<file path="src/design/ppmcd_pkg.sv">
// ppmcd_pkg: types and constants shared by the ppm channel decoder
// no dependencies; compiled first

package ppmcd_pkg;

    // field widths
    localparam int unsigned TIME_W  = 16;
    localparam int unsigned CHAN_W  = 8;
    localparam int unsigned WIDTH_W = 15;
    localparam int unsigned TALLY_W = 2;

    // reset value of the sync threshold in microseconds
    localparam logic [WIDTH_W-1:0] SYNC_THRESHOLD_RESET = WIDTH_W'(3000);

    // overflow tally at or above this value means pulses are missing
    localparam logic [TALLY_W-1:0] MISSING_TALLY = TALLY_W'(2);

    // input item kinds
    typedef enum logic {
        REQ_EDGE     = 1'b0,
        REQ_OVERFLOW = 1'b1
    } t_req_kind;

    // result item kinds
    typedef enum logic {
        EVT_PULSE   = 1'b0,
        EVT_MISSING = 1'b1
    } t_event_kind;

    // one input item
    typedef struct packed {
        t_req_kind         req_type;
        logic [TIME_W-1:0] capture_time;
    } t_in_item;

    // one result item
    typedef struct packed {
        t_event_kind        event_kind;
        logic [CHAN_W-1:0]  channel_index;
        logic [WIDTH_W-1:0] pulse_width_us;
    } t_result;

    // handshake between decode stage and output register
    typedef struct packed {
        logic advance;
        logic res_valid;
    } t_stage_ctrl;

endpackage

</file>
<file path="src/design/ppmcd_in_reg.sv">
// ppmcd_in_reg: input register holding one timer event for the decode stage
// depends on ppmcd_pkg

module ppmcd_in_reg
    import ppmcd_pkg::*;
(
    input  logic     i_clk,
    input  logic     i_rst_n,
    input  logic     i_valid,
    input  t_in_item i_item,
    output logic     o_ready,
    input  logic     i_advance,
    output logic     o_valid,
    output t_in_item o_item
);

    logic     r_valid;
    logic     n_valid;
    t_in_item r_item;
    logic     w_accept;

    // free when empty or when the held item moves on this cycle
    assign o_ready  = !r_valid || i_advance;
    assign w_accept = i_valid && o_ready;

    always_comb begin
        n_valid = r_valid;
        if (w_accept) begin
            n_valid = 1'b1;
        end else if (i_advance) begin
            n_valid = 1'b0;
        end
    end

    // control
    always_ff @(posedge i_clk) begin
        if (!i_rst_n) begin
            r_valid <= 1'b0;
        end else begin
            r_valid <= n_valid;
        end
    end

    // payload
    always_ff @(posedge i_clk) begin
        if (w_accept) begin
            r_item <= i_item;
        end
    end

    assign o_valid = r_valid;
    assign o_item  = r_item;

endmodule

</file>
<file path="config.mk">
export PLATFORM = sky130hd
export DESIGN_NAME = ppmcd_in_reg
export DESIGN_NICKNAME = d
export VERILOG_FILES = /design/src/design/ppmcd_pkg.sv /design/src/design/ppmcd_in_reg.sv
export SDC_FILE = /design/constraint.sdc
export NUM_CORES = 1
export LEC_CHECK = 0
export BUFFER_PORTS_ARGS = -buffer_cell sky130_fd_sc_hd__clkbuf_2
export CAP_MARGIN = 20
export CELL_PAD_IN_SITES_DETAIL_PLACEMENT = 1
export CELL_PAD_IN_SITES_GLOBAL_PLACEMENT = 1
export CORE_ASPECT_RATIO = 0.75
export CORE_MARGIN = 4
export CORE_UTILIZATION = 32
export CTS_CLUSTER_DIAMETER = 40
export DETAILED_ROUTE_END_ITERATION = 10
export PLACE_DENSITY_LB_ADDON = 0.1
export SLEW_MARGIN = 20
export SYNTH_ARGS = -nofsm -noshare
export SYNTH_HDL_FRONTEND = slang
export SYNTH_SLANG_ARGS = --single-unit
</file>
<file path="constraint.sdc">
create_clock -name i_clk -period 1.7 [get_ports i_clk]
set_clock_uncertainty 0.1 [all_clocks]
set_input_delay 0.255 -clock i_clk [delete_from_list [all_inputs] [get_ports i_clk]]
set_output_delay 0.255 -clock i_clk [all_outputs]
set_load 0.1 [all_outputs]
</file>
After elaboration in Yosys (flattened, before gate mapping). Index checks and enable logic that the tools add are counted.

Register bits after elaboration: 18. Input port bits: 21. Output and inout bits: 19. Word-level logic and storage cells: 9.

Mux-type cells: 2. Reductions and logical operators: 4.

Operator list (number): 2-to-1 mux 1 bit (2); nonzero test 2 bit (1); logical AND 1 bit (1); logical NOT 1 bit (1); logical OR 1 bit (1).

Longest topological paths before layout.
Depth after elaboration: 4. Depth in mapped cells: 2. Mapped depth without buffers: 2.

Worst setup path before layout. OpenSTA, ideal clock, no wires.

Kind: flip-flop to flip-flop. From: register r_valid, in the netlist o_valid. To: register r_item, in the netlist o_item[0], enable pin. Setup time: 261 ps. Data arrival time: 1702 ps. Path slack: -363 ps. Cell stages (with the launch flop): 3. Path buffers: 0. Period minus slack after synthesis: 2063 ps. Cells stage by stage: dfxtp_1 -> nand2b_4 -> and2_4.

Longest elaborated chain between the ends: 3.

Ends and longest elaborated chain: start: declaration (line ppmcd_in_reg.sv:17) `logic r_valid;`; start signal: assignment (line ppmcd_in_reg.sv:40) `r_valid <= n_valid;`; logical NOT 1 bit (line ppmcd_in_reg.sv:23) `assign o_ready = !r_valid || i_advance;`; logical OR 1 bit (line ppmcd_in_reg.sv:23); via o_ready (line ppmcd_in_reg.sv:11) `output logic o_ready,`; logical AND 1 bit (line ppmcd_in_reg.sv:24) `assign w_accept = i_valid && o_ready;`; end signal: assignment (line ppmcd_in_reg.sv:47) `r_item <= i_item;`; end: declaration (line ppmcd_in_reg.sv:19) `t_in_item r_item;`.

The timed path passes the listed nets, and every way through them passes these cells. A chain may end at the register's enable or synchronous reset.

Final worst setup path.
From: register r_valid, in the netlist o_valid. To: output port o_ready.

Longest elaborated chain between the ends: 2.

Ends and longest elaborated chain (line): logical NOT 1 bit (ppmcd_in_reg.sv:23); logical OR 1 bit (ppmcd_in_reg.sv:23); end: declaration (ppmcd_in_reg.sv:11).

Every way passes these cells.

==> results.sh <==
export IMPL_synth_fp_nets=43
export IMPL_grt_ovfl_total=0
export IMPL_vdd_drop_max_mv=0.545
export IMPL_synth_area_per_cell_um2=25.8
export IMPL_yosys_warnings=0
export IMPL_grt_pass1_wl_um=1520
export IMPL_crit_type="reg -> out"
export IMPL_antenna_found_initial=0
export IMPL_cp_cell_sequence="nand2b_4 > clkbuf_2"
export IMPL_area_delta_synth_final_pct=43.8
export IMPL_pwr_density_cell_nw_per_um2=1190
export IMPL_antenna_cells=0
export IMPL_cts_setup_buffers=0
export IMPL_final_nets=87
export IMPL_grt_pass1_vias=354
export IMPL_critPathMaxFanout=3
export IMPL_post_route_drc_count=0
export IMPL_top_layer="met3"
export IMPL_wirelength_um=938
export IMPL_die_w_um=56.7
export IMPL_root_buffer="clkbuf_4"
export IMPL_portBuffers=39
export IMPL_ys_seq_area_frac=0.934
export IMPL_cts_tree="done"
export IMPL_max_stage_delay_ns=0.45
export IMPL_yosysTopAreaCell="edfxtp_1"
export IMPL_grt_max_degree=18
export IMPL_cp_top_family="buffers and inverters"
export IMPL_leakagePower_uw=0.000371
export IMPL_finalSetupViolCount=0
export IMPL_viasPerCell=4.05
export IMPL_clk_latency_ns=0.28
export IMPL_cp_slowest_cell="clkbuf_2"
export IMPL_max_freq_ghz=0.668
export IMPL_clk_pin_slew_worst_paths_ns=0.09
export IMPL_slew_headroom=0.638
export IMPL_die_area_um2=2520
export IMPL_drv_slew=0
export IMPL_critPathCaptureType="primary output"
export IMPL_ctsResizeCount=0
export IMPL_ant_nets=0
export IMPL_hold_viol=0
export IMPL_finalPower_uw=971
export IMPL_period_share=0.880
export IMPL_synth_distinct_cells=6
export IMPL_cts_sinks=18
export IMPL_yosys_register_bits=18
export IMPL_synth_area_leaders="edfxtp_1 90%, dfxtp_1 3.5%, nand2b_4 2.4%"
export IMPL_fp_coreArea_um2=1580
export IMPL_wl_met3_um=149
export IMPL_synth_top_area_frac=0.899
export IMPL_drive_gt1_frac=0.708
export IMPL_grt_usage=0.0838
export IMPL_numCtsBuffers=3
export IMPL_critPathRequiredTime_ns=1.34
export IMPL_start_kind="register"
export IMPL_maxCapViolCount=0
export IMPL_wl_met2_um=492
export IMPL_reg2reg_from="o_valid$_SDFFE_PN0P_"
export IMPL_cp_arrival_ns=1.14
export IMPL_hold_class="in -> reg"
export IMPL_initial_utilization=0.360
export IMPL_place_gp_congestion=0.563
export IMPL_dr_pass1_iters=3
export IMPL_h_tree_depth=1
export IMPL_worst_pin_slew_ns=0.545
export IMPL_status="finished clean"
export IMPL_netlist_area_um2=568
export IMPL_wl_per_cell_um=10.9
export IMPL_die_y_um=44.5
export IMPL_clock_path_buffers=2
export IMPL_fin_tns_setup_ns=0
export IMPL_postSynthCellCount=22
export IMPL_pin_count=40
export IMPL_wl_met1_um=296
export IMPL_initialDrtViolationCount=6
export IMPL_crit_start="o_valid$_SDFFE_PN0P_"
export IMPL_crit_buf_inv=1
export IMPL_rsz0062_at_grt="false"
export IMPL_rows=12
export IMPL_holdCritStartpoint="i_item[1]"
export IMPL_ctsHoldBuffers=0
export IMPL_vias=348
export IMPL_layout_min_cycle_time_ns=1.50
-- metrics by stage --
stage,hold WS (ns),utilization,instance area [µm²],std cells,worst slack (ns)
after floorplan,0.254,-,569,22,0.0423
after global placement,0.333,0.502,791,82,0.444
after detailed placement,0.334,0.502,791,82,0.443
after CTS,0.0337,0.518,817,86,0.185
after global routing,0.00556,0.518,817,86,0.131
final,0.0456,0.518,817,86,0.203
-- where the power goes --
part | switching [µW] | internal [µW]
Sequential | 6.82 | 515
Clock | 113 | 85.1
Combinational | 214 | 36.9
Total | 333 | 637
-- synthesized netlist by cell type --
cell	number
edfxtp_1	17
a21boi_2	1
nand2b_4	1
dfxtp_1	1
and2_4	1
inv_1	1
-- registers in the layout (all words and copies together), names as in the netlist --
name / flops
o_valid: 1
o_item: 17
-- layout make-up --
type / instances / area (µm²)
Inverter: 1 / 3.75
Multi-Input combinational cell: 3 / 33.8
Clock buffer: 3 / 22.5
Sequential cell: 18 / 532
Tap cell: 21 / 26.3
Clock inverter: 1 / 3.75
Timing Repair Buffer: 39 / 195
Fill cell: 174 / 759
-- metal layers --
layer  track usage  vias up
met5             0        -
met4        0.0142        0
met3        0.0787        0
met2         0.143       23
met1        0.0745      156
li1              -      169
-- cell families (layout without fill, tap and decap cells) --
family                 count (synthesis)  count (layout)  synth area share
AOI/OAI and AO/OA                      1               1            0.0198
buffers and inverters                  1              44           0.00660
DFF                                   18              18             0.934
and+or+nand+nor                        2               2            0.0396
-- worst paths after layout --
path	slack, ns	to	depth (start not counted)
max	0.20	o_ready	2
min	0.05	o_item[1]$_DFFE_PP_	1
max reg2reg	0.61	o_item[16]$_DFFE_PP_	2
min reg2reg	0.39	o_valid$_SDFFE_PN0P_	2
-- layout by cell type, fill, tap and decap left out --
cell      instances
nand2b_4          1
dfxtp_2           1
edfxtp_1         17
and2_4            1
clkinv_1          1
a21boi_2          1
clkbuf_4          3
inv_1             1
clkbuf_2         39
Power figures use the tool's default switching activity.
