--- config.mk ---
export PLATFORM = sky130hd
export DESIGN_NAME = ppmcd_decode
export DESIGN_NICKNAME = d
export VERILOG_FILES = /design/src/design/ppmcd_pkg.sv /design/src/design/ppmcd_decode.sv
export SDC_FILE = /design/constraint.sdc
export NUM_CORES = 1
export LEC_CHECK = 0
export BUFFER_PORTS_ARGS = -buffer_cell sky130_fd_sc_hd__buf_2
export CORE_AREA = 2 2 74 76
export DETAILED_ROUTE_END_ITERATION = 10
export DIE_AREA = 0 0 76 78
export GPL_TIMING_DRIVEN = 0
export HOLD_SLACK_MARGIN = 0.1
export PLACE_DENSITY = 0.74
export SLEW_MARGIN = 0
export SYNTH_ARGS = -nofsm -noshare
export SYNTH_HDL_FRONTEND = slang
export SYNTH_SLANG_ARGS = --single-unit
--- constraint.sdc ---
create_clock -name i_clk -period 6.6 [get_ports i_clk]
set_clock_uncertainty 0.1 [all_clocks]
set_input_delay 0.99 -clock i_clk [delete_from_list [all_inputs] [get_ports i_clk]]
set_output_delay 0.99 -clock i_clk [all_outputs]
set_load 0.01 [all_outputs]
--- src/design/ppmcd_pkg.sv ---
// ppmcd_pkg: types and constants shared by the ppm channel decoder
// no dependencies; compiled first

package ppmcd_pkg;

    // field widths
    localparam int unsigned TIME_W  = 16;
    localparam int unsigned CHAN_W  = 8;
    localparam int unsigned WIDTH_W = 15;
    localparam int unsigned TALLY_W = 2;

    // reset value of the sync threshold in microseconds
    localparam logic [WIDTH_W-1:0] SYNC_THRESHOLD_RESET = WIDTH_W'(3000);

    // overflow tally at or above this value means pulses are missing
    localparam logic [TALLY_W-1:0] MISSING_TALLY = TALLY_W'(2);

    // input item kinds
    typedef enum logic {
        REQ_EDGE     = 1'b0,
        REQ_OVERFLOW = 1'b1
    } t_req_kind;

    // result item kinds
    typedef enum logic {
        EVT_PULSE   = 1'b0,
        EVT_MISSING = 1'b1
    } t_event_kind;

    // one input item
    typedef struct packed {
        t_req_kind         req_type;
        logic [TIME_W-1:0] capture_time;
    } t_in_item;

    // one result item
    typedef struct packed {
        t_event_kind        event_kind;
        logic [CHAN_W-1:0]  channel_index;
        logic [WIDTH_W-1:0] pulse_width_us;
    } t_result;

    // handshake between decode stage and output register
    typedef struct packed {
        logic advance;
        logic res_valid;
    } t_stage_ctrl;

endpackage

--- src/design/ppmcd_decode.sv ---
// ppmcd_decode: framing and interval decode, one event per cycle unless the output is full
// depends on ppmcd_pkg

module ppmcd_decode
    import ppmcd_pkg::*;
(
    input  logic               i_clk,
    input  logic               i_rst_n,
    input  logic               i_valid,
    input  t_in_item           i_item,
    input  logic [WIDTH_W-1:0] i_sync_threshold,
    input  logic               i_out_free,
    output t_stage_ctrl        o_ctrl,
    output t_result            o_result
);

    logic [TALLY_W-1:0] r_tally;
    logic [TALLY_W-1:0] n_tally;
    logic [CHAN_W-1:0]  r_chan;
    logic [CHAN_W-1:0]  n_chan;
    logic [TIME_W-1:0]  r_last;
    logic [TIME_W-1:0]  n_last;

    logic               w_missing;
    logic [TIME_W-1:0]  w_diff;
    logic [WIDTH_W-1:0] w_width;
    logic               w_is_sync;
    logic               w_res_valid;
    logic               w_advance;

    // interval since last edge, halved to microseconds
    assign w_missing = (r_tally >= MISSING_TALLY);
    assign w_diff    = i_item.capture_time - r_last;
    assign w_width   = w_diff[TIME_W-1:1];
    assign w_is_sync = (w_width >= i_sync_threshold);

    // next state and result
    always_comb begin
        n_tally     = r_tally;
        n_chan      = r_chan;
        n_last      = r_last;
        w_res_valid = 1'b0;
        o_result    = '{event_kind: EVT_PULSE, channel_index: r_chan,
                        pulse_width_us: w_width};
        if (i_item.req_type == REQ_OVERFLOW) begin
            if (w_missing) begin
                n_chan      = '0;
                w_res_valid = 1'b1;
                o_result    = '{event_kind: EVT_MISSING, channel_index: '0,
                                pulse_width_us: '0};
            end else begin
                n_tally = r_tally + TALLY_W'(1);
            end
        end else if (w_missing) begin
            // first edge after loss re-arms the timestamp and clears channel and tally, with no result
            n_chan  = '0;
            n_tally = '0;
            n_last  = i_item.capture_time;
        end else begin
            n_last = i_item.capture_time;
            if (w_is_sync) begin
                n_chan  = CHAN_W'(1);
                n_tally = '0;
            end else begin
                w_res_valid = 1'b1;
                n_chan      = r_chan + CHAN_W'(1);
            end
        end
    end

    // an item moves on unless its result finds the output register full
    assign w_advance = i_valid && (!w_res_valid || i_out_free);
    assign o_ctrl    = '{advance: w_advance, res_valid: w_res_valid};

    // framing state
    always_ff @(posedge i_clk) begin
        if (!i_rst_n) begin
            r_tally <= MISSING_TALLY;
            r_chan  <= '0;
            r_last  <= '0;
        end else if (w_advance) begin
            r_tally <= n_tally;
            r_chan  <= n_chan;
            r_last  <= n_last;
        end
    end

endmodule

-- Word level (Yosys, flattened, before mapping)
Cells that the tools add are included.
- register bits: 26
- output and inout port bits: 26
- $add $sub $neg: 3
- muxes and demuxes: 14
- reduce and logical (&&, ||, !) cells: 7
- bitwise operators: 1
- eq/ne operators: 2
- order comparisons: 2
- operators with widths (cell ; number):
    2-to-1 mux 24 bit ; 2
    2-to-1 mux 8 bit ; 4
    subtractor 16 bit ; 1
    >= comparator 15 bit ; 1
    adder 8 x 1 -> 8 bit (second input constant) ; 1
    2-to-1 mux 2 bit ; 4
    2-to-1 mux 1 bit ; 4
    AND reduction 2 bit ; 2
    AND reduction 3 bit ; 1
    nonzero test 3 bit ; 1
    adder 2 x 1 -> 2 bit (second input constant) ; 1
    >= comparator 2 bit (second input constant) ; 1
    != test 2 x 1 -> 1 bit (second input constant) ; 1
    != test 2 bit (second input constant) ; 1
    logical AND 1 bit ; 1
    logical NOT 1 bit ; 1
    logical OR 1 bit ; 1
    NOT 1 bit ; 1

-- Depth between registers and ports, before layout
Gate-level depths: netlist of run 1.
- word-level depth: 9
- gate-level depth with buffers: 16
- depth with buffers taken out: 15

-- Worst setup path before layout of run 1
OpenSTA, ideal clock, no wires.
- path type: input port to output port
- start: in i_item[5] (netlist bit)
- end: out o_ctrl[1] (netlist bit)
- buffers on the path: 2
- stages: 15
- data arrival time: 4010 ps
- setup slack: 1500 ps
- required time: 5510 ps
- cell sequence: ha_1 and2_1 a31o_2 o311ai_0 a21oi_1 nor3_1 nor2_1 ha_1 nand4_1 or3_1 buf_2 o2111ai_1 a21oi_1 nor2b_1 buf_4
- cells in the longest elaborated chain, start to end: 8
- RTL lines (what ; RTL line ; text):
    start: declaration ; ppmcd_decode.sv:10 ; input t_in_item i_item,
    subtractor 16 bit ; ppmcd_decode.sv:33 ; assign w_diff = i_item.capture_time - r_last;
    >= comparator 15 bit ; ppmcd_decode.sv:35 ; assign w_is_sync = (w_width >= i_sync_threshold);
    2-to-1 mux 1 bit ; ppmcd_decode.sv:61 ; if (w_is_sync) begin
    2-to-1 mux 1 bit ; ppmcd_decode.sv:54 ; end else if (w_missing) begin
    2-to-1 mux 1 bit ; ppmcd_decode.sv:45 ; if (i_item.req_type == REQ_OVERFLOW) begin
    logical NOT 1 bit ; ppmcd_decode.sv:72 ; assign w_advance = i_valid && (!w_res_valid || i_out_free);
    logical OR 1 bit ; ppmcd_decode.sv:72 ;
    logical AND 1 bit ; ppmcd_decode.sv:72 ;
    end: declaration ; ppmcd_decode.sv:13 ; output t_stage_ctrl o_ctrl,
No other way between the ends.

-- Worst setup path in the final report of run 1
Ends and elaborated chain as after synthesis.

==> flow_metrics.py, run 1 <==
metrics = {
    "global_route": {
        "grt_usage_pct": 21.54,
        "grt_overflow_total": 0,
        "grt_pass1_vias": 2445,
        "antenna_found_initial": 0,
        "grt_max_degree": 15,
        "grt_pass1_wl_um": 10870,
    },
    "power": {
        "pwr-share-clk_pct": 21.9,
        "vdd_drop_max_mv": 0.09233,
        "power_frac_seq_pct": 35.7,
        "sw_frac_of_total_pct": 35.80,
        "power_density_nw_per_um2": 157.4,
        "intPower_uw": 298.2,
        "combinationalPowerShare_pct": 42.4,
        "leakage_uw": 0.001315,
        "power_switching_uw": 166.3,
    },
    "drt": {
        "via_per_inst": 5.524,
        "wl_per_cell_um": 13.26,
        "ant_nets": 0,
        "drt-initial-drc-count": 165,
        "drt_wl_total_um": 6351,
        "dr.pass1.iters": 4,
        "vias": 2646,
        "route.detailed.drc": 0,
    },
    "yosys": {
        "ys_seq_area_share_pct": 20.80,
        "synth_enable_flop_cells": 0,
        "synthesis.area_um2": 2502,
        "yosysUniqueCellTypes": 45,
        "syn_nets": 412,
        "ys.flop_type": "dfxtp_1",
        "ys_async_sr_fraction_pct": 0,
        "syn_inst": 344,
        "avgSynthCellArea_um2": 7.274,
        "ys_seq_elements": 26,
        "yosysWarnings": 0,
    },
    "outcome": {
        "status": "complete, no violations",
    },
    "setup_path": {
        "rr_endpoint": "r_last[10]",
        "regToRegSetupSlack_ps": 2110,
        "endpoint_kind": "output port",
        "critical_path_peak_fanout": 5,
        "critPathLaunch": "i_item[5]",
        "cp.required_ps": 5510,
        "r2r-start": "r_last[5]",
        "crit_path_end": "o_ctrl[1]",
        "arrival_ps": 4720,
        "start_kind": "input port",
        "timing_worst_setup_path_type": "in -> out",
        "r2r_cells": 16,
    },
    "clocking": {
        "clkTransAtPathRegs_ps": 80,
        "cts_root_buf": "clkbuf_8",
        "cts_buffers": 3,
        "post_cts_resized": 0,
        "ctsHoldBuffers": 0,
        "clk_latency_ps": 270,
        "cts_sinks": 26,
        "htreeDepth": 1,
        "cts_setup_buffers": 0,
        "tritoncts": "yes",
        "cts_buffer_depth": 2,
    },
    "sta": {
        "worst_slew_pin_slew_ps": 600.5,
        "finalCritPeriodShare_pct": 87.97,
        "relSlewSlack_pct": 59.46,
        "slew_violations": 0,
        "max_freq_mhz": 172.2,
        "fin_crit_ps": 5806,
        "rsz0062_at_grt": "no",
        "hold_violations": 0,
        "setup_viol": 0,
        "finalSetupTns_ps": 0,
    },
    "cells_and_area": {
        "antenna_cells": 0,
        "layout.nets": 478,
        "drive_above_1_share_pct": 18.58,
        "fin_cells": 479,
        "syn_to_final_growth_pct": 17.90,
        "post-route-util_pct": 58.51,
    },
    "floorplan": {
        "die_x_um": 76,
        "dieArea_um2": 5928,
        "num_io_pins": 62,
        "die-height_um": 78,
        "coreArea_um2": 5042,
        "rows": 26,
        "initial_core_util_pct": 49.63,
    },
    "placement": {
        "dp_hpwl_um": 5075,
        "dp.cells": 475,
        "portBuffers": 61,
        "gp_congestion": 0.8913,
    },
    "hold_path": {
        "min-delay-start": "r_last[9]",
        "hp-class": "reg -> reg",
    },
    "run": {
        "maxCapViolCount": 0,
    },
}
==> stage by stage <==
step	total power, uW	hold slack [ps]	worst slack [ps]	cell area, um2
2_1_floorplan	306.1	348.9	1500	2502
3_3_place_gp	359.8	359.8	876.2	2895
3_5_place_dp	366.0	367.9	848.8	2895
4_1_cts	468.6	381.3	827.6	2950
5_1_grt	503.9	407.8	533.8	2950
6_report	464.4	378.8	794.0	2950
==> flip-flops by register name, summed over array words and instances (netlist names) <==
| signal | flops |
|---|---|
| r_last | 16 |
| r_chan | 8 |
| r_tally | 2 |
==> how the worst min path moves through the flow <==
stage,end,depth (start not counted),slack (ps)
floorplan,r_last[0],2,350
global placement,r_last[0],2,360
detailed placement,r_last[5],2,370
CTS,r_last[5],2,380
global route,r_last[4],2,410
finish,r_last[9],2,380
==> placed cells by master, fill, tap and decap left out, drive strengths merged, types with 4 or more instances in the layout <==
master and n:
o21ai 33, and2 19, clkbuf 14, and3 4
nand2 21, xnor2 6, o21a 7, inv 37
buf 65, nor3 13, nor2b 5, nand3 21
ha 31, o31ai 5, dfxtp 26, or3 4
a21oi 38, xor2 5, nand4 6, nor2 13
a221oi 6
==> power by group through the flow <==
stage          combinational (uW)  clock, uW  sequential, uW
3_3_place_gp                  191          0             169
2_1_floorplan                 138          0             168
6_report                      197        102             166
5_1_grt                       226        111             167
4_1_cts                       197        105             166
3_5_place_dp                  197          0             169
==> cell usage after synthesis, types with 2 or more instances <==
cell type	n	area share [%]
or4_1	3	0.90
buf_4	2	0.60
a21oi_1	38	7.6
a21o_1	3	0.90
clkbuf_1	10	1.5
and3_1	4	1.0
o21ai_0	33	6.6
nand4_1	6	1.5
a31o_2	2	0.70
dfxtp_1	26	21
nand2_1	21	3.2
inv_1	37	5.5
or2_2	3	0.75
o31ai_1	5	1.5
xnor2_1	6	2.1
and2_1	19	4.7
nor2_1	13	2.0
nor2b_1	5	1.3
ha_1	31	15
o21a_1	7	2.1
nor3_1	13	2.6
nand3_1	21	4.2
xor2_1	5	1.7
or3_1	4	1.0
a221oi_1	6	2.1
nand2b_1	2	0.50
==> per-layer routing <==
metal  global-route usage (%)  up-vias  wire length (um)
met5                        0        -                 0
met1                    27.56     1201              2893
met3                    1.395       10               267
li1                         -     1357                 -
met4                    5.455        0                65
met2                    39.46       78              3124
==> worst max-delay path, cell delays in order <==
cell and delay (ps):
buf_2 120, ha_1 340, and2_1 190, a31o_2 250
o311ai_0 560, a21oi_1 180, nor3_1 240, nor2_1 80
ha_1 300, nand4_1 130, or3_1 430, buf_2 180
o2111ai_1 270, a21oi_1 110, nor2b_1 120, buf_4 110
buf_2 110
==> logic make-up (layout without fill, tap and decap cells) <==
kind of cell,count (synthesis),in the layout,synth area share (%)
XOR/XNOR,11,11,3.850
buffers and inverters,51,116,8.000
adder cells (fa/ha/maj),33,33,16.70
flip-flops,26,26,20.80
AO/OA/AOI/OAI,107,107,26.40
multiplexers,1,1,0.4000
AND/OR/NAND/NOR,115,115,23.85
==> area by class of cell <==
type	instances	area [um2]
repair buffers	61	305.3
flip-flops and latches	26	520.5
inverters	37	138.9
fillers	510	2092
multi-input cells	267	1782
plain buffers	14	61.31
well taps	70	87.58
clock buffers	4	55.05
(Power assumes the default switching activity.)
==> run 2, diff against run 1 <==
- ABC_AREA: unset -> 1
- CORE_AREA: 2 2 74 76 -> 2 2 77 79
- DIE_AREA: 0 0 76 78 -> 0 0 79 81
- PLACE_DENSITY: 0.74 -> 0.73
==> flow_metrics.py, run 2 <==
metrics = {
    "sta": {
        "fin_crit_ps": 5149,
        "relSlewSlack_pct": 64.21,
        "setup_viol": 0,
        "max_freq_mhz": 194.2,
        "worst_slew_pin_slew_ps": 536.8,
        "finalSetupTns_ps": 0,
        "slew_violations": 0,
        "setup_ws_ps": 1451,
        "hold_violations": 0,
        "rsz0062_at_grt": "no",
        "finalCritPeriodShare_pct": 78.01,
    },
    "yosys": {
        "ys_async_sr_fraction_pct": 0,
        "syn_inst": 434,
        "ys_seq_elements": 26,
        "yosysUniqueCellTypes": 36,
        "avgSynthCellArea_um2": 6.219,
        "synth_top_cell_by_area": "dfxtp_1",
        "ys.flop_type": "dfxtp_1",
        "yosysWarnings": 0,
        "synth_area_leaders": "dfxtp_1 19%, nand2_1 15%, ha_1 14%, inv_1 12%, nor2_1 10%",
        "yosysMostFrequentCell": "nand2_1",
        "ys_seq_area_share_pct": 19.29,
        "synthesis.area_um2": 2699,
        "syn_nets": 502,
        "synth_top_area_share_pct": 19.29,
        "synth_enable_flop_cells": 0,
        "synth_top_cells_by_count": "105 x nand2_1, 84 x inv_1, 74 x nor2_1",
    },
    "drt": {
        "drt_wl_total_um": 6281,
        "route.detailed.drc": 0,
        "via_per_inst": 4.810,
        "ant_nets": 0,
        "dr.pass1.iters": 4,
        "wl_per_cell_um": 10.96,
        "vias": 2756,
        "drt-initial-drc-count": 126,
    },
    "clocking": {
        "cts_buffer_depth": 2,
        "ctsHoldBuffers": 0,
        "cts_sinks": 26,
        "post_cts_resized": 0,
        "clkTransAtPathRegs_ps": 100,
        "htreeDepth": 1,
        "cts_root_buf": "clkbuf_8",
        "clk_latency_ps": 280,
        "tritoncts": "yes",
        "cts_buffers": 3,
        "cts_setup_buffers": 0,
    },
    "cells_and_area": {
        "layout.nets": 567,
        "multiInputGateArea_um2": 1788,
        "drive_above_1_share_pct": 16.87,
        "syn_to_final_growth_pct": 17.25,
        "mostFrequentLayoutCell": "nand2_1",
        "antenna_cells": 0,
        "final_cell_mix": "105 x nand2_1, 84 x inv_1, 74 x nor2_1",
        "reg_top3": "r_last: 16 flops, r_chan: 8 flops, r_tally: 2 flops",
        "regArea_um2": 520.5,
        "largest_reg_flops": 16,
        "largest_register": "r_last",
        "fill_cells": 585,
    },
    "floorplan": {
        "rows": 28,
        "die-height_um": 81,
        "die_x_um": 79,
        "dieArea_um2": 6399,
        "num_io_pins": 62,
        "coreArea_um2": 5675,
        "initial_core_util_pct": 47.55,
    },
    "placement": {
        "dp_hpwl_um": 5047,
        "pre_cts_ws_ps": 1452,
        "portBuffers": 60,
        "gp_congestion": 0.8653,
    },
    "setup_path": {
        "start_kind": "input port",
        "cp.required_ps": 5510,
        "endpoint_kind": "output port",
        "critical_path_peak_fanout": 8,
        "arrival_ps": 4060,
        "regToRegSetupSlack_ps": 2930,
        "timing_worst_setup_path_type": "in -> out",
    },
    "power": {
        "power_density_nw_per_um2": 178.5,
        "combinationalPowerShare_pct": 45.6,
        "intPower_uw": 345.9,
        "vdd_drop_max_mv": 0.1244,
        "leakage_uw": 0.001792,
        "power_switching_uw": 219.0,
        "sw_frac_of_total_pct": 38.76,
        "pwr-share-clk_pct": 24.6,
        "power_frac_seq_pct": 29.9,
    },
    "hold_path": {
        "hp-class": "reg -> reg",
    },
    "outcome": {
        "status": "complete, no violations",
    },
    "global_route": {
        "antenna_found_initial": 0,
        "grt_usage_pct": 19.93,
        "grt_max_degree": 16,
        "grt_pass1_wl_um": 10230,
        "grt_pass1_vias": 2374,
        "grt_overflow_total": 0,
    },
    "run": {
        "maxCapViolCount": 0,
    },
}
[run 2: area by class of cell]
| cell class | count | area share, % |
|---|---|---|
| Multi-Input combinational cell | 313 | 56.50 |
| Sequential cell | 26 | 16.45 |
| Inverter | 84 | 9.964 |
| Timing Repair Buffer | 60 | 9.490 |
| Tap cell | 75 | 2.966 |
| Buffer | 11 | 2.372 |
| Clock buffer | 3 | 1.305 |
| Clock inverter | 1 | 0.9490 |
[run 2: worst max-delay path, cell delays in order]
cell and delay, ps:
buf_2 110, ha_1 350, nand2_1 70, o21ai_1 220
nand2_1 80, nand2_1 60, nand2_1 40, nand2_1 120
nand3_1 90, nand2_1 140, nand2_1 90, nand2_1 70
nand2_1 50, nand2_1 110, inv_1 60, ha_1 290
nand2_1 80, inv_1 50, a21oi_2 140, o21ai_2 80
nor2_4 200, nand3_4 130, nand2_4 100, a21boi_0 80
buf_4 130, buf_2 130
[run 2: through the flow]
stage / utilization (%) / std cells / instance area (um2) / hold slack (ps) / total power [uW]
6_report: 55.75 / 573 / 3164 / 397.6 / 564.9
4_1_cts: 55.75 / 573 / 3164 / 399.8 / 568.3
3_5_place_dp: 54.50 / 569 / 3093 / 383.8 / 429.4
2_1_floorplan: - / 434 / 2699 / 359.0 / 358.4
3_3_place_gp: 54.50 / 569 / 3093 / 371.2 / 422.1
5_1_grt: 55.75 / 573 / 3164 / 428.5 / 611.7
[run 2: kinds of logic after synthesis]
logic type	count (synthesis)	synth area share, %
DFF	26	19.29
and+or+nand+nor	222	36.58
xor gates and xnor gates	16	5.193
buffers and inverters	95	14.46
adders and majority gates	32	15.11
AOI/OAI and AO/OA	43	9.366
[run 2: power by group through the flow]
stage / combinational (uW) / sequential [uW] / clock [uW]
3_5_place_dp: 257 / 172 / 0
2_1_floorplan: 187 / 172 / 0
4_1_cts: 259 / 169 / 141
6_report: 257 / 169 / 139
5_1_grt: 295 / 169 / 147
3_3_place_gp: 250 / 172 / 0
[run 2: final timing paths]
path	to	startpoint	cells past startpoint
max	o_ctrl[1]	i_item[2]	26
min	r_chan[7]	r_chan[7]	2
max reg2reg	r_chan[4]	r_last[2]	28
min reg2reg	r_chan[7]	r_chan[7]	2
[run 2: layer usage]
metal | routed length, um | track usage [%] | vias to the layer above
li1 | - | - | 1476
met5 | 0 | 0 | -
met3 | 329 | 2.667 | 6
met4 | 66 | 4.655 | 0
met2 | 2901 | 34.32 | 75
met1 | 2983 | 26.58 | 1199
