### config.mk
export PLATFORM = sky130hd
export DESIGN_NAME = ppmcd_out_reg
export DESIGN_NICKNAME = d
export VERILOG_FILES = /design/src/design/ppmcd_pkg.sv /design/src/design/ppmcd_out_reg.sv
export SDC_FILE = /design/constraint.sdc
export NUM_CORES = 1
export LEC_CHECK = 0
export BUFFER_PORTS_ARGS = -buffer_cell sky130_fd_sc_hd__buf_2
export CORE_UTILIZATION = 30
export CTS_BUF_LIST = sky130_fd_sc_hd__clkbuf_16
export DETAILED_ROUTE_END_ITERATION = 10
export GPL_TIMING_DRIVEN = 0
export HOLD_SLACK_MARGIN = 0.15
export PLACE_DENSITY = 0.6
export SYNTH_ARGS = -nofsm -noshare
export SYNTH_HDL_FRONTEND = slang
export SYNTH_SLANG_ARGS = --single-unit
### constraint.sdc
create_clock -name i_clk -period 1.6 [get_ports i_clk]
set_input_delay 0.24 -clock i_clk [delete_from_list [all_inputs] [get_ports i_clk]]
set_output_delay 0.24 -clock i_clk [all_outputs]
set_load 0.05 [all_outputs]
### src/design/ppmcd_pkg.sv
// ppmcd_pkg: types and constants shared by the ppm channel decoder
// no dependencies; compiled first

package ppmcd_pkg;

    // field widths
    localparam int unsigned TIME_W  = 16;
    localparam int unsigned CHAN_W  = 8;
    localparam int unsigned WIDTH_W = 15;
    localparam int unsigned TALLY_W = 2;

    // reset value of the sync threshold in microseconds
    localparam logic [WIDTH_W-1:0] SYNC_THRESHOLD_RESET = WIDTH_W'(3000);

    // overflow tally at or above this value means pulses are missing
    localparam logic [TALLY_W-1:0] MISSING_TALLY = TALLY_W'(2);

    // input item kinds
    typedef enum logic {
        REQ_EDGE     = 1'b0,
        REQ_OVERFLOW = 1'b1
    } t_req_kind;

    // result item kinds
    typedef enum logic {
        EVT_PULSE   = 1'b0,
        EVT_MISSING = 1'b1
    } t_event_kind;

    // one input item
    typedef struct packed {
        t_req_kind         req_type;
        logic [TIME_W-1:0] capture_time;
    } t_in_item;

    // one result item
    typedef struct packed {
        t_event_kind        event_kind;
        logic [CHAN_W-1:0]  channel_index;
        logic [WIDTH_W-1:0] pulse_width_us;
    } t_result;

    // handshake between decode stage and output register
    typedef struct packed {
        logic advance;
        logic res_valid;
    } t_stage_ctrl;

endpackage

### src/design/ppmcd_out_reg.sv
// ppmcd_out_reg: result register toward the output channel
// depends on ppmcd_pkg

module ppmcd_out_reg
    import ppmcd_pkg::*;
(
    input  logic        i_clk,
    input  logic        i_rst_n,
    input  t_stage_ctrl i_ctrl,
    input  t_result     i_result,
    output logic        o_free,
    output logic        o_valid,
    input  logic        i_ready,
    output t_result     o_result
);

    logic    r_valid;
    logic    n_valid;
    t_result r_result;
    logic    w_load;

    assign o_free = !r_valid || i_ready;
    assign w_load = i_ctrl.advance && i_ctrl.res_valid;

    always_comb begin
        n_valid = r_valid;
        if (w_load) begin
            n_valid = 1'b1;
        end else if (i_ready) begin
            n_valid = 1'b0;
        end
    end

    // control
    always_ff @(posedge i_clk) begin
        if (!i_rst_n) begin
            r_valid <= 1'b0;
        end else begin
            r_valid <= n_valid;
        end
    end

    // payload
    always_ff @(posedge i_clk) begin
        if (w_load) begin
            r_result <= i_result;
        end
    end

    assign o_valid  = r_valid;
    assign o_result = r_result;

endmodule

Word level (Yosys, flattened, before mapping)
Cells that the tools add are included.
{"block": "classes", "n_mux": 2, "n_reduce_logical": 4}
{"op": "$mux 1", "count": 2}
{"op": "$reduce_bool 2->1", "count": 1}
{"op": "$logic_and 1x1->1", "count": 1}
{"op": "$logic_not 1->1", "count": 1}
{"op": "$logic_or 1x1->1", "count": 1}
{"block": "totals", "input_bits": 29, "elab_cells": 10, "register_bits": 25, "output_inout_bits": 26}

Logic depth before layout (Yosys ltp)
Gate-level depths: netlist of the first run.
{"block": "logic_depth", "word_depth": 2, "mapped_depth": 2, "depth_no_buf": 2}

Worst setup path after synthesis of the first run
OpenSTA, ideal clock, no wires.
{"block": "synth_path", "kind": "input port to flip-flop", "startpoint": "input port i_ctrl[1] (netlist name)", "endpoint": "register r_result (netlist bit o_result[0]) (enable)", "slack_ps": 429, "path_buffers": 0, "setup_ps": 379, "path_stages": 2, "arrival_ps": 792, "required_ps": 1221, "path_cell_list": "nand2_1 inv_1"}
{"block": "synth_via", "elab_chain_len": 1}
{"element": "start, declared", "line": "ppmcd_out_reg.sv:9", "source": "input t_stage_ctrl i_ctrl,"}
{"element": "$logic_and 1x1->1", "line": "ppmcd_out_reg.sv:23", "source": "assign w_load = i_ctrl.advance && i_ctrl.res_valid;"}
{"element": "end signal, assigned", "line": "ppmcd_out_reg.sv:46", "source": "r_result <= i_result;"}
{"element": "end, declared", "line": "ppmcd_out_reg.sv:19", "source": "t_result r_result;"}
No other way between the ends.
A chain may end at the register's enable or synchronous reset.

Worst setup path in the final report of the first run
{"block": "layout_path", "startpoint": "input port i_ctrl[0] (netlist name)", "endpoint": "register r_result (netlist bit o_result[12]) (enable)"}
Same word-level chain as after synthesis.

==> results of run 1 <==
final cells by class:
cell class | count | area [um^2]
tap | 30 | 37.5
clock buffer | 3 | 75.1
inverter | 1 | 3.75
timing repair buffer | 54 | 270
clock inverter | 1 | 3.75
multi-input combinational | 3 | 28.8
fill | 234 | 1290
sequential | 25 | 741
metal layers:
layer  wire length, um  global-route usage  share of wire  vias to the layer above
li1                  -                   -              -                      228
met1               496              0.0985           0.37                      215
met2               688               0.179           0.52                       28
met3               123              0.0377          0.093                        2
met4                14              0.0526          0.011                        0
met5                 0                   0              0                        -
worst reg2reg max path, cell delays in order, from the launching register on:
cell	delay [ps]
sky130_fd_sc_hd__dfxtp_1	370
sky130_fd_sc_hd__nand2b_4	70
sky130_fd_sc_hd__a21boi_2	120
layout by cell type (no fill, tap or decap):
cell,count
sky130_fd_sc_hd__nand2_1,1
sky130_fd_sc_hd__dfxtp_1,1
sky130_fd_sc_hd__buf_2,54
sky130_fd_sc_hd__edfxtp_1,24
sky130_fd_sc_hd__inv_1,2
sky130_fd_sc_hd__a21boi_2,1
sky130_fd_sc_hd__clkbuf_16,3
sky130_fd_sc_hd__nand2b_4,1
state kept, by name, indices dropped and copies added (netlist names):
signal	count
o_result	24
o_valid	1
kinds of logic after synthesis:
kind of cell / count (synthesis) / synth area share
flops: 25 / 0.958
simple gates: 2 / 0.0226
compound gates: 1 / 0.0146
buf+inv: 1 / 0.00485
power groups by stage:
stage	registers [mW]	logic [mW]	clock network [mW]
floorplan	0.942	0.0163	0
global placement	0.789	0.240	0
detailed placement	0.790	0.243	0
CTS	0.776	0.243	0.539
global route	0.779	0.252	0.567
finish	0.776	0.240	0.520
through the flow:
| stage | utilization | hold slack, ps | worst slack (ps) | area, um^2 |
|---|---|---|---|---|
| after floorplan | - | 339 | 429 | 773 |
| after global placement | 0.440 | 417 | 198 | 1080 |
| after detailed placement | 0.440 | 419 | 154 | 1080 |
| after CTS | 0.472 | 160 | 420 | 1160 |
| after global routing | 0.472 | 153 | 343 | 1160 |
| final | 0.472 | 162 | 435 | 1160 |
worst min path at each step:
stage | start | to | slack [ps] | cells after the start
4_1_cts | i_result[4] | o_result[4]$_DFFE_PP_ | 160 | 1
2_1_floorplan | i_result[0] | o_result[0]$_DFFE_PP_ | 340 | 0
3_3_place_gp | i_result[4] | o_result[4]$_DFFE_PP_ | 420 | 1
6_report | i_result[18] | o_result[18]$_DFFE_PP_ | 160 | 1
5_1_grt | i_result[4] | o_result[4]$_DFFE_PP_ | 150 | 1
3_5_place_dp | i_result[4] | o_result[4]$_DFFE_PP_ | 420 | 1
==> key figures, run 1 <==
Power
  • Fraction of power spent switching nets: 0.249
  • Clock network fraction of total power: 0.338
  • Internal power: 1.15 mW
  • Post-layout power: 1.54 mW
  • Combinational fraction of design power: 0.157
  • Leakage power: 0.508 nW
  • Power per Cell Area: approximately 1300 nW/um^2
  • Largest vdd supply drop: 661 uV
  • Sequential fraction of design power: 0.505
  • Switching component of the power: 0.382 mW

Run
  • # Max-Cap Violations: 0

Synthesis
  • Count of synthesis-stage warnings from yosys: 0
  • Most used standard cell by instance count after synthesis: sky130_fd_sc_hd__edfxtp_1
  • Post-synth design cell area: 773 um^2
  • Fraction of the yosys area taken by sequential cells: 0.958
  • Ys flop type: sky130_fd_sc_hd__edfxtp_1
  • Top cells by area in the synthesized netlist: sky130_fd_sc_hd__edfxtp_1 (93%), sky130_fd_sc_hd__dfxtp_1 (2.6%), sky130_fd_sc_hd__nand2b_4 (1.8%), sky130_fd_sc_hd__a21boi_2 (1.5%), sky130_fd_sc_hd__inv_1 (0.49%)
  • Synth cell types: 6
  • Synth top area share: 0.932
  • Number of synthesized flops with an enable pin: 24
  • Register bit count reported by yosys: 25
  • Asr flop ratio synth: 0
  • Mapped Nets: between 50 and 60
  • Mapped Avg Cell Area: approximately 27 um^2
  • Number of cells produced by synthesis: 29
  • Top cell type by total area after synthesis: sky130_fd_sc_hd__edfxtp_1

Layout
  • Count of placed standard cells in the final layout, fillers left out: 117
  • Proportion of layout cells with a drive suffix above 1: 0.678
  • Total inserted antenna cells: 0
  • Number of nets in the layout: 117
  • Area Overhead vs Synth: 50.0%

GRT
  • Global-route wire length before repair: 1900 um
  • Vias in the first global route: 449
  • Antenna violations before repair: 0
  • Grt ovf: 0
  • Pin count of the biggest net entering global routing: 25
  • Global Route Usage Sum: 0.100

Timing
  • Hold Violations, Final: 0
  • # setup viols final: 0
  • Setup repair after global routing missed its margin: no
  • Final-report max-slew violation count: 0
  • Worst relative slew slack: 0.405
  • Tmin final: between 1000 and 1500 ps
  • Slew of the pin with the lowest slew margin: around 890 ps
  • Clock skew: 0 ps
  • Highest achievable clock rate: 858 MHz
  • Final critical-path share of the clock period: 0.728
  • Final sum of negative setup slack: 0 ps

CTS
  • Number of H-tree levels: 1
  • Setup fix buffers added after clock tree synthesis: 0
  • Number of buffers inserted by hold repair at cts: 0
  • Inserted Clock Buffers: 3
  • Clock-pin transition on the worst setup and hold timing paths: 60 ps
  • Gates resized, CTS repair: 0
  • Maximum clock insertion buffer count: 2
  • Root Driver: sky130_fd_sc_hd__clkbuf_16
  • Clock network latency to the later pin of the worst-skew pair: 250 ps
  • Clock tree from TritonCTS: built
  • Clk sinks: 25

Floorplan
  • Area of the core: 2450 um^2
  • Initial core utilization: 0.315
  • Total number of placement rows: 18
  • Die outline width: 52.8 um
  • Count of boundary I/O pins: 55
  • Y dimension of the die: ~53 um
  • Die Area: approximately 2800 um^2

Route
  • Mean routed wirelength per cell: 11.3 um
  • Antenna-violating nets left: 0
  • Detailed-route via count: 473
  • Via count normalized by instance count: approximately 4.0
  • Number of DRC markers after the initial detailed-route iteration: 6
  • Drt pass-1 iters: 3
  • Post-route DRC: 0
  • Post-detailed-routing wire length: 1320 um

Setup path
  • Required time of the critical path: 1470 ps
  • Critical Path End: o_result[12]$_DFFE_PP_
  • Critical-path cell list: buf_2 > nand2_1 > inv_1
  • Launching element of the worst setup path: i_ctrl[0]
  • Logic depth of the worst path, buffers included: 3
  • Maximum net fanout on the critical path: 24
  • Worst setup slack for register-to-register paths: between 900 and 1000 ps
  • Kind of start point of the critical path: input port
  • Reg-to-reg critical path startpoint: o_valid$_SDFFE_PN0P_
  • Worst setup path class: in -> reg
  • Arrival time of data at the critical path endpoint: approximately 1000 ps
  • Number of buffer and inverter instances along the worst setup path: 2
  • Slowest CP cell: sky130_fd_sc_hd__inv_1
  • Cell depth of the worst flop-to-flop path: 2
  • Largest stage delay on the critical path: 660 ps
  • Critical R2R Capture: o_valid$_SDFFE_PN0P_
  • Sort of element at the end of the critical path: flip-flop
  • Cell family contributing the most delay on the critical path: buffers and inverters

Placed design
  • RD Place Congestion: between 0.6 and 0.7
  • Count of port buffers added during placement: 54
  • Cell count after placement: roughly 110

Outcome
  • Run status: completed

Worst hold path
  • Hold/Removal Path Class: in -> reg
Note: power is estimated with default switching activity, not from simulation.
==> inputs of run 2 (changes only) <==
==> constraint.sdc (replaced) <==
create_clock -name i_clk -period 1.13 [get_ports i_clk]
set_input_delay 0.1695 -clock i_clk [delete_from_list [all_inputs] [get_ports i_clk]]
set_output_delay 0.1695 -clock i_clk [all_outputs]
set_load 0.05 [all_outputs]
==> run 2 against run 1 <==
  * Clock power grew 43%
  * Global-route usage grew 1.6 points
  * Sequential power grew 42%
  * First-iteration DRC count shrank 67%
  * Largest cell class unchanged
  * Critical endpoint is now o_free
  * Critical path type is now reg -> out
==> key figures, run 2 (synthesized netlist as in run 1, its figures left out) <==
Run
  • # Max-Cap Violations: 0

CTS
  • Root Driver: sky130_fd_sc_hd__clkbuf_16
  • Number of H-tree levels: 1
  • Clk sinks: 25
  • Inserted Clock Buffers: 3
  • Setup fix buffers added after clock tree synthesis: 0
  • Maximum clock insertion buffer count: 2
  • Clock network latency to the later pin of the worst-skew pair: about 250 ps
  • Clock-pin transition on the worst setup and hold timing paths: ~60 ps
  • Clock tree from TritonCTS: built

Outcome
  • Run status: completed

Power
  • Leakage power: 0.600 nW
  • Power per Cell Area: 1600 nW/um^2
  • Largest vdd supply drop: ~950 uV

GRT
  • Vias in the first global route: 522
  • Global Route Usage Sum: 0.116
  • Antenna violations before repair: 0
  • Pin count of the biggest net entering global routing: 25
  • Grt ovf: 0
  • Global-route wire length before repair: about 2200 um

Layout
  • Proportion of layout cells with a drive suffix above 1: 0.541
  • Number of fill cells: 214
  • Area Overhead vs Synth: 81.6%
  • Total inserted antenna cells: 0
  • Seq. cell area: 741 um^2
  • Most common cell after layout, fill and taps aside: sky130_fd_sc_hd__buf_2
  • Number of flip-flops under the largest register name: 24
  • Top library cells by usage in the layout, fill and taps aside: sky130_fd_sc_hd__buf_2 (54), sky130_fd_sc_hd__dlygate4sd3_1 (24), sky130_fd_sc_hd__edfxtp_1 (24)
  • Final cell utilization of the core: 0.572
  • Area taken by multi-input logic gates: around 29 um^2
  • Final design area excluding fillers: 1400 um^2
  • Number of nets in the layout: around 140

Floorplan
  • Die outline width: 52.8 um
  • Area of the core: between 2000 and 2500 um^2
  • Total number of placement rows: 18
  • Count of boundary I/O pins: 55
  • Y dimension of the die: 52.8 um
  • Die Area: 2780 um^2
  • Initial core utilization: 0.315

Timing
  • Final hold slack: 153 ps
  • Final-report max-slew violation count: 0
  • Slew of the pin with the lowest slew margin: 495 ps
  • Worst relative slew slack: 0.670
  • Setup repair after global routing missed its margin: no
  • # setup viols final: 0
  • Highest achievable clock rate: 925 MHz
  • Tmin final: approximately 1100 ps
  • Hold Violations, Final: 0
  • Clock skew: 0 ps
  • Final critical-path share of the clock period: 0.957
  • Final sum of negative setup slack: 0 ps
  • Worst setup margin: slightly below 50 ps

Setup path
  • Required time of the critical path: ~960 ps
  • Number of buffer and inverter instances along the worst setup path: 1
  • Largest stage delay on the critical path: 330 ps
  • Cell family contributing the most delay on the critical path: flip-flops
  • Worst setup path class: reg -> out
  • Arrival time of data at the critical path endpoint: ~900 ps
  • Critical-path cell list: nand2b_4 > buf_2
  • Maximum net fanout on the critical path: 2
  • Slowest CP cell: sky130_fd_sc_hd__dfxtp_1
  • Sort of element at the end of the critical path: output port
  • Kind of start point of the critical path: flip-flop

Placed design
  • Instance area after placement: roughly 1100 um^2
  • Pre-CTS worst setup slack: -246 ps
  • RD Place Congestion: 0.619
  • Count of port buffers added during placement: 54

Route
  • Via count normalized by instance count: between 3 and 4
  • Post-detailed-routing wire length: around 1600 um
  • Post-route DRC: 0
  • Antenna-violating nets left: 0
  • Detailed-route via count: 561
  • Number of DRC markers after the initial detailed-route iteration: 2
  • Drt pass-1 iters: 2
  • Mean routed wirelength per cell: 11.0 um

Worst hold path
  • Hold/Removal Path Class: in -> reg
run 2: layout make-up:
cell class	count	area share
Timing Repair Buffer	78	0.364
Multi-Input combinational cell	3	0.0205
Clock inverter	1	0.00267
Tap cell	30	0.0267
Sequential cell	25	0.528
Inverter	1	0.00535
Clock buffer	3	0.0535
run 2: worst reg2reg max path: cells and delay by family (launching register included):
family	cells	cell delay [ps]
flops	1	370
compound gates	1	120
simple gates	1	70
run 2: report_power, final:
part / switching (mW) / internal (mW) / total (mW)
logic: 0.275 / 0.132 / 0.407
clock network: 0.273 / 0.471 / 0.744
registers: 0.0137 / 1.08 / 1.10
total: 0.561 / 1.69 / 2.25
run 2: through the flow:
stage	cells	total power, mW
after floorplan	29	1.36
after global placement	113	1.46
after detailed placement	113	1.46
after CTS	141	2.27
after global routing	141	2.33
final	141	2.25
run 2: final timing paths:
path / depth (start not counted) / end / from / slack, ps
hold / removal: 2 / o_valid$_SDFFE_PN0P_ / i_rst_n / 150
setup / recovery: 2 / o_free / o_valid$_SDFFE_PN0P_ / 50
setup reg to reg: 2 / o_valid$_SDFFE_PN0P_ / o_valid$_SDFFE_PN0P_ / 520
hold reg to reg: 2 / o_valid$_SDFFE_PN0P_ / o_valid$_SDFFE_PN0P_ / 490
run 2: repair_timing:
action / in CTS / in global routing
hold endpoints to repair: 24 / 0
hold buffers: 24 / 0
endpoints found under the setup margin: 0 / 24
gates resized for setup: 0 / 1
run 2: metal layers:
metal,wire length (um),GRT usage,part of all wire,up-vias
met5,0,0,0,-
met4,14,0.0526,0.0090,0
met3,100,0.0348,0.065,2
met2,867,0.219,0.56,28
met1,567,0.112,0.37,255
li1,-,-,-,276
==> inputs of run 3 (changes only) <==
--- a/config.mk
+++ b/config.mk
@@ -5,13 +5,13 @@
 export SDC_FILE = /design/constraint.sdc
 export NUM_CORES = 1
 export LEC_CHECK = 0
+export ABC_AREA = 1
 export BUFFER_PORTS_ARGS = -buffer_cell sky130_fd_sc_hd__buf_2
 export CORE_UTILIZATION = 30
 export CTS_BUF_LIST = sky130_fd_sc_hd__clkbuf_16
 export DETAILED_ROUTE_END_ITERATION = 10
 export GPL_TIMING_DRIVEN = 0
 export HOLD_SLACK_MARGIN = 0.15
-export PLACE_DENSITY = 0.6
 export SYNTH_ARGS = -nofsm -noshare
 export SYNTH_HDL_FRONTEND = slang
 export SYNTH_SLANG_ARGS = --single-unit
==> run 3 against run 2 <==
  * Combinational power barely moved
  * Final cell count rose by 2.1%
  * Highest routed layer is now met3
  * Non-clock buffer count grew 1
  * Routed wire length fell by 0.84%
  * Register-to-register slack better by 40 ps
  * Global-route usage fell by 0.94 points
  * Critical endpoint unchanged
  * Clock skew unchanged
  * Clock power increased by 2%
==> key figures, run 3 <==
Outcome
  • Run status: completed

GRT
  • Global-route wire length before repair: 2060 um
  • Pin count of the biggest net entering global routing: 25
  • Grt ovf: 0
  • Global Route Usage Sum: 0.106
  • Antenna violations before repair: 0
  • Vias in the first global route: roughly 540

Floorplan
  • Count of boundary I/O pins: 55
  • Area of the core: 2450 um^2
  • Total number of placement rows: 18
  • Die outline width: 52.7 um
  • Die Area: 2780 um^2
  • Initial core utilization: 0.314
  • Y dimension of the die: 52.7 um

Synthesis
  • Most used standard cell by instance count after synthesis: sky130_fd_sc_hd__edfxtp_1
  • Most common library cells after synthesis: sky130_fd_sc_hd__edfxtp_1 (24), sky130_fd_sc_hd__inv_1 (3)
  • Synth cell types: 6
  • Number of synthesized flops with an enable pin: 24
  • Number of cells produced by synthesis: 31
  • Ys flop type: sky130_fd_sc_hd__edfxtp_1
  • Register bit count reported by yosys: 25
  • Mapped Avg Cell Area: 24.9 um^2
  • Top cells by area in the synthesized netlist: sky130_fd_sc_hd__edfxtp_1 (94%), sky130_fd_sc_hd__dfxtp_1 (2.6%), sky130_fd_sc_hd__inv_1 (1.5%), sky130_fd_sc_hd__a21oi_2 (1.1%), sky130_fd_sc_hd__nand2_2 (0.81%)
  • Top cell type by total area after synthesis: sky130_fd_sc_hd__edfxtp_1
  • Post-synth design cell area: 771 um^2
  • Asr flop ratio synth: 0
  • Fraction of the yosys area taken by sequential cells: 0.961
  • Synth top area share: 0.935
  • Count of synthesis-stage warnings from yosys: 0
  • Mapped Nets: 60

Route
  • Mean routed wirelength per cell: 10.7 um
  • Post-detailed-routing wire length: 1540 um
  • Via count normalized by instance count: 4.01
  • M1 wire length: ~600 um
  • Post-route DRC: 0
  • Met2 routed WL: approximately 800 um
  • Detailed-route via count: 578
  • Met3 Wirelength: between 100 and 150 um
  • Antenna-violating nets left: 0
  • Drt pass-1 iters: 4
  • Highest metal layer with signal wires: met3
  • Number of DRC markers after the initial detailed-route iteration: 8

CTS
  • Inserted Clock Buffers: 3
  • Number of H-tree levels: 1
  • Clock-pin transition on the worst setup and hold timing paths: 60 ps
  • Clock tree from TritonCTS: built
  • Maximum clock insertion buffer count: 2
  • Root Driver: sky130_fd_sc_hd__clkbuf_16
  • Setup fix buffers added after clock tree synthesis: 0
  • Clk sinks: 25
  • Clock network latency to the later pin of the worst-skew pair: 250 ps

Timing
  • Highest achievable clock rate: 931 MHz
  • Tmin final: ~1100 ps
  • Final-report max-slew violation count: 0
  • Hold Violations, Final: 0
  • Final critical-path share of the clock period: 0.950
  • Final sum of negative setup slack: 0 ps
  • Clock skew: 0 ps
  • Worst relative slew slack: 0.672
  • Setup repair after global routing missed its margin: no
  • # setup viols final: 0
  • Slew of the pin with the lowest slew margin: 490 ps

Layout
  • Top library cells by usage in the layout, fill and taps aside: sky130_fd_sc_hd__buf_2 (54), sky130_fd_sc_hd__dlygate4sd3_1 (25), sky130_fd_sc_hd__edfxtp_1 (24)
  • Final cell utilization of the core: 0.576
  • Number of nets in the layout: roughly 140
  • Proportion of layout cells with a drive suffix above 1: 0.544
  • Number of flip-flops under the largest register name: 24
  • Total inserted antenna cells: 0
  • Most common cell after layout, fill and taps aside: sky130_fd_sc_hd__buf_2
  • Area Overhead vs Synth: 83.4%

Power
  • Leakage power: 0.607 nW
  • Largest vdd supply drop: 1070 uV
  • Post-layout power: roughly 2.3 mW
  • Power per Cell Area: 1600 nW/um^2

Setup path
  • Maximum net fanout on the critical path: 2
  • Sort of element at the end of the critical path: output port
  • Worst setup path class: reg -> out
  • Kind of start point of the critical path: flip-flop
  • Required time of the critical path: 960 ps
  • Arrival time of data at the critical path endpoint: 900 ps

Placed design
  • Count of port buffers added during placement: 54
  • RD Place Congestion: 0.594
  • Detailed-placement wirelength estimate: 928 um

Run
  • # Max-Cap Violations: 0

Worst hold path
  • Hold/Removal Path Class: in -> reg
## run 3: changes by cell type in the layout (fill, tap and decap cells not counted)
cell	previous run	this run
sky130_fd_sc_hd__a21boi_2	1	0
sky130_fd_sc_hd__a21oi_2	0	1
sky130_fd_sc_hd__clkinv_2	0	1
sky130_fd_sc_hd__dfxtp_1	1	0
sky130_fd_sc_hd__dfxtp_2	0	1
sky130_fd_sc_hd__dlygate4sd3_1	24	25
sky130_fd_sc_hd__inv_1	1	2
sky130_fd_sc_hd__nand2_2	0	1
sky130_fd_sc_hd__nand2b_4	1	0
## run 3: worst max-delay path, cell delays in order (launching register included)
cell and delay [ps]:
sky130_fd_sc_hd__dfxtp_2 320, sky130_fd_sc_hd__nand2_2 70, sky130_fd_sc_hd__buf_2 260
## run 3: area by class of cell
cell class | instances | area, um^2
inverters | 3 | 15.0
fillers | 198 | 1040
repair buffers | 79 | 520
clock inverters | 1 | 5.00
well taps | 30 | 37.5
clock buffers | 3 | 75.1
flip-flops and latches | 25 | 742
multi-input cells | 3 | 18.8
## run 3: final timing paths
path | start | endpoint | slack (ps) | cells past startpoint
worst min-delay path | i_ready | o_valid$_SDFFE_PN0P_ | 200 | 4
worst max-delay path | o_valid$_SDFFE_PN0P_ | o_free | 60 | 2
worst min register to register | o_valid$_SDFFE_PN0P_ | o_valid$_SDFFE_PN0P_ | 470 | 2
worst max register to register | o_valid$_SDFFE_PN0P_ | o_valid$_SDFFE_PN0P_ | 560 | 2
## run 3: kinds of logic after synthesis
logic type	after synthesis	share of synthesized area
compound gates	1	0.0114
buf+inv	3	0.0146
flops	25	0.961
simple gates	2	0.0130
## run 3: power by group
group	total (mW)	internal, mW	switching, mW	leakage [nW]
clock	0.756	0.475	0.281	0.0409
sequential	1.10	1.08	0.0127	0.234
combinational	0.409	0.132	0.277	0.332
total	2.26	1.69	0.571	0.607
## run 3: timing repair
action | CTS | global route
setup endpoints to repair | 0 | 24
hold buffers | 25 | 0
hold endpoints to repair | 25 | 0
gates resized for setup | 0 | 1
## run 3: layer usage
layer	track usage	vias up
met5	0	-
li1	-	282
met1	0.102	262
met3	0.0348	0
met2	0.198	34
met4	0.0526	0
## run 3: per-stage QoR
stage	instance area, um^2	hold WS, ps	setup slack [ps]	cells
floorplan	772	268	26.7	31
global placement	1080	346	-211	115
detailed placement	1080	348	-236	115
CTS	1410	184	33.3	144
global route	1410	210	29.2	144
finish	1410	202	56.4	144
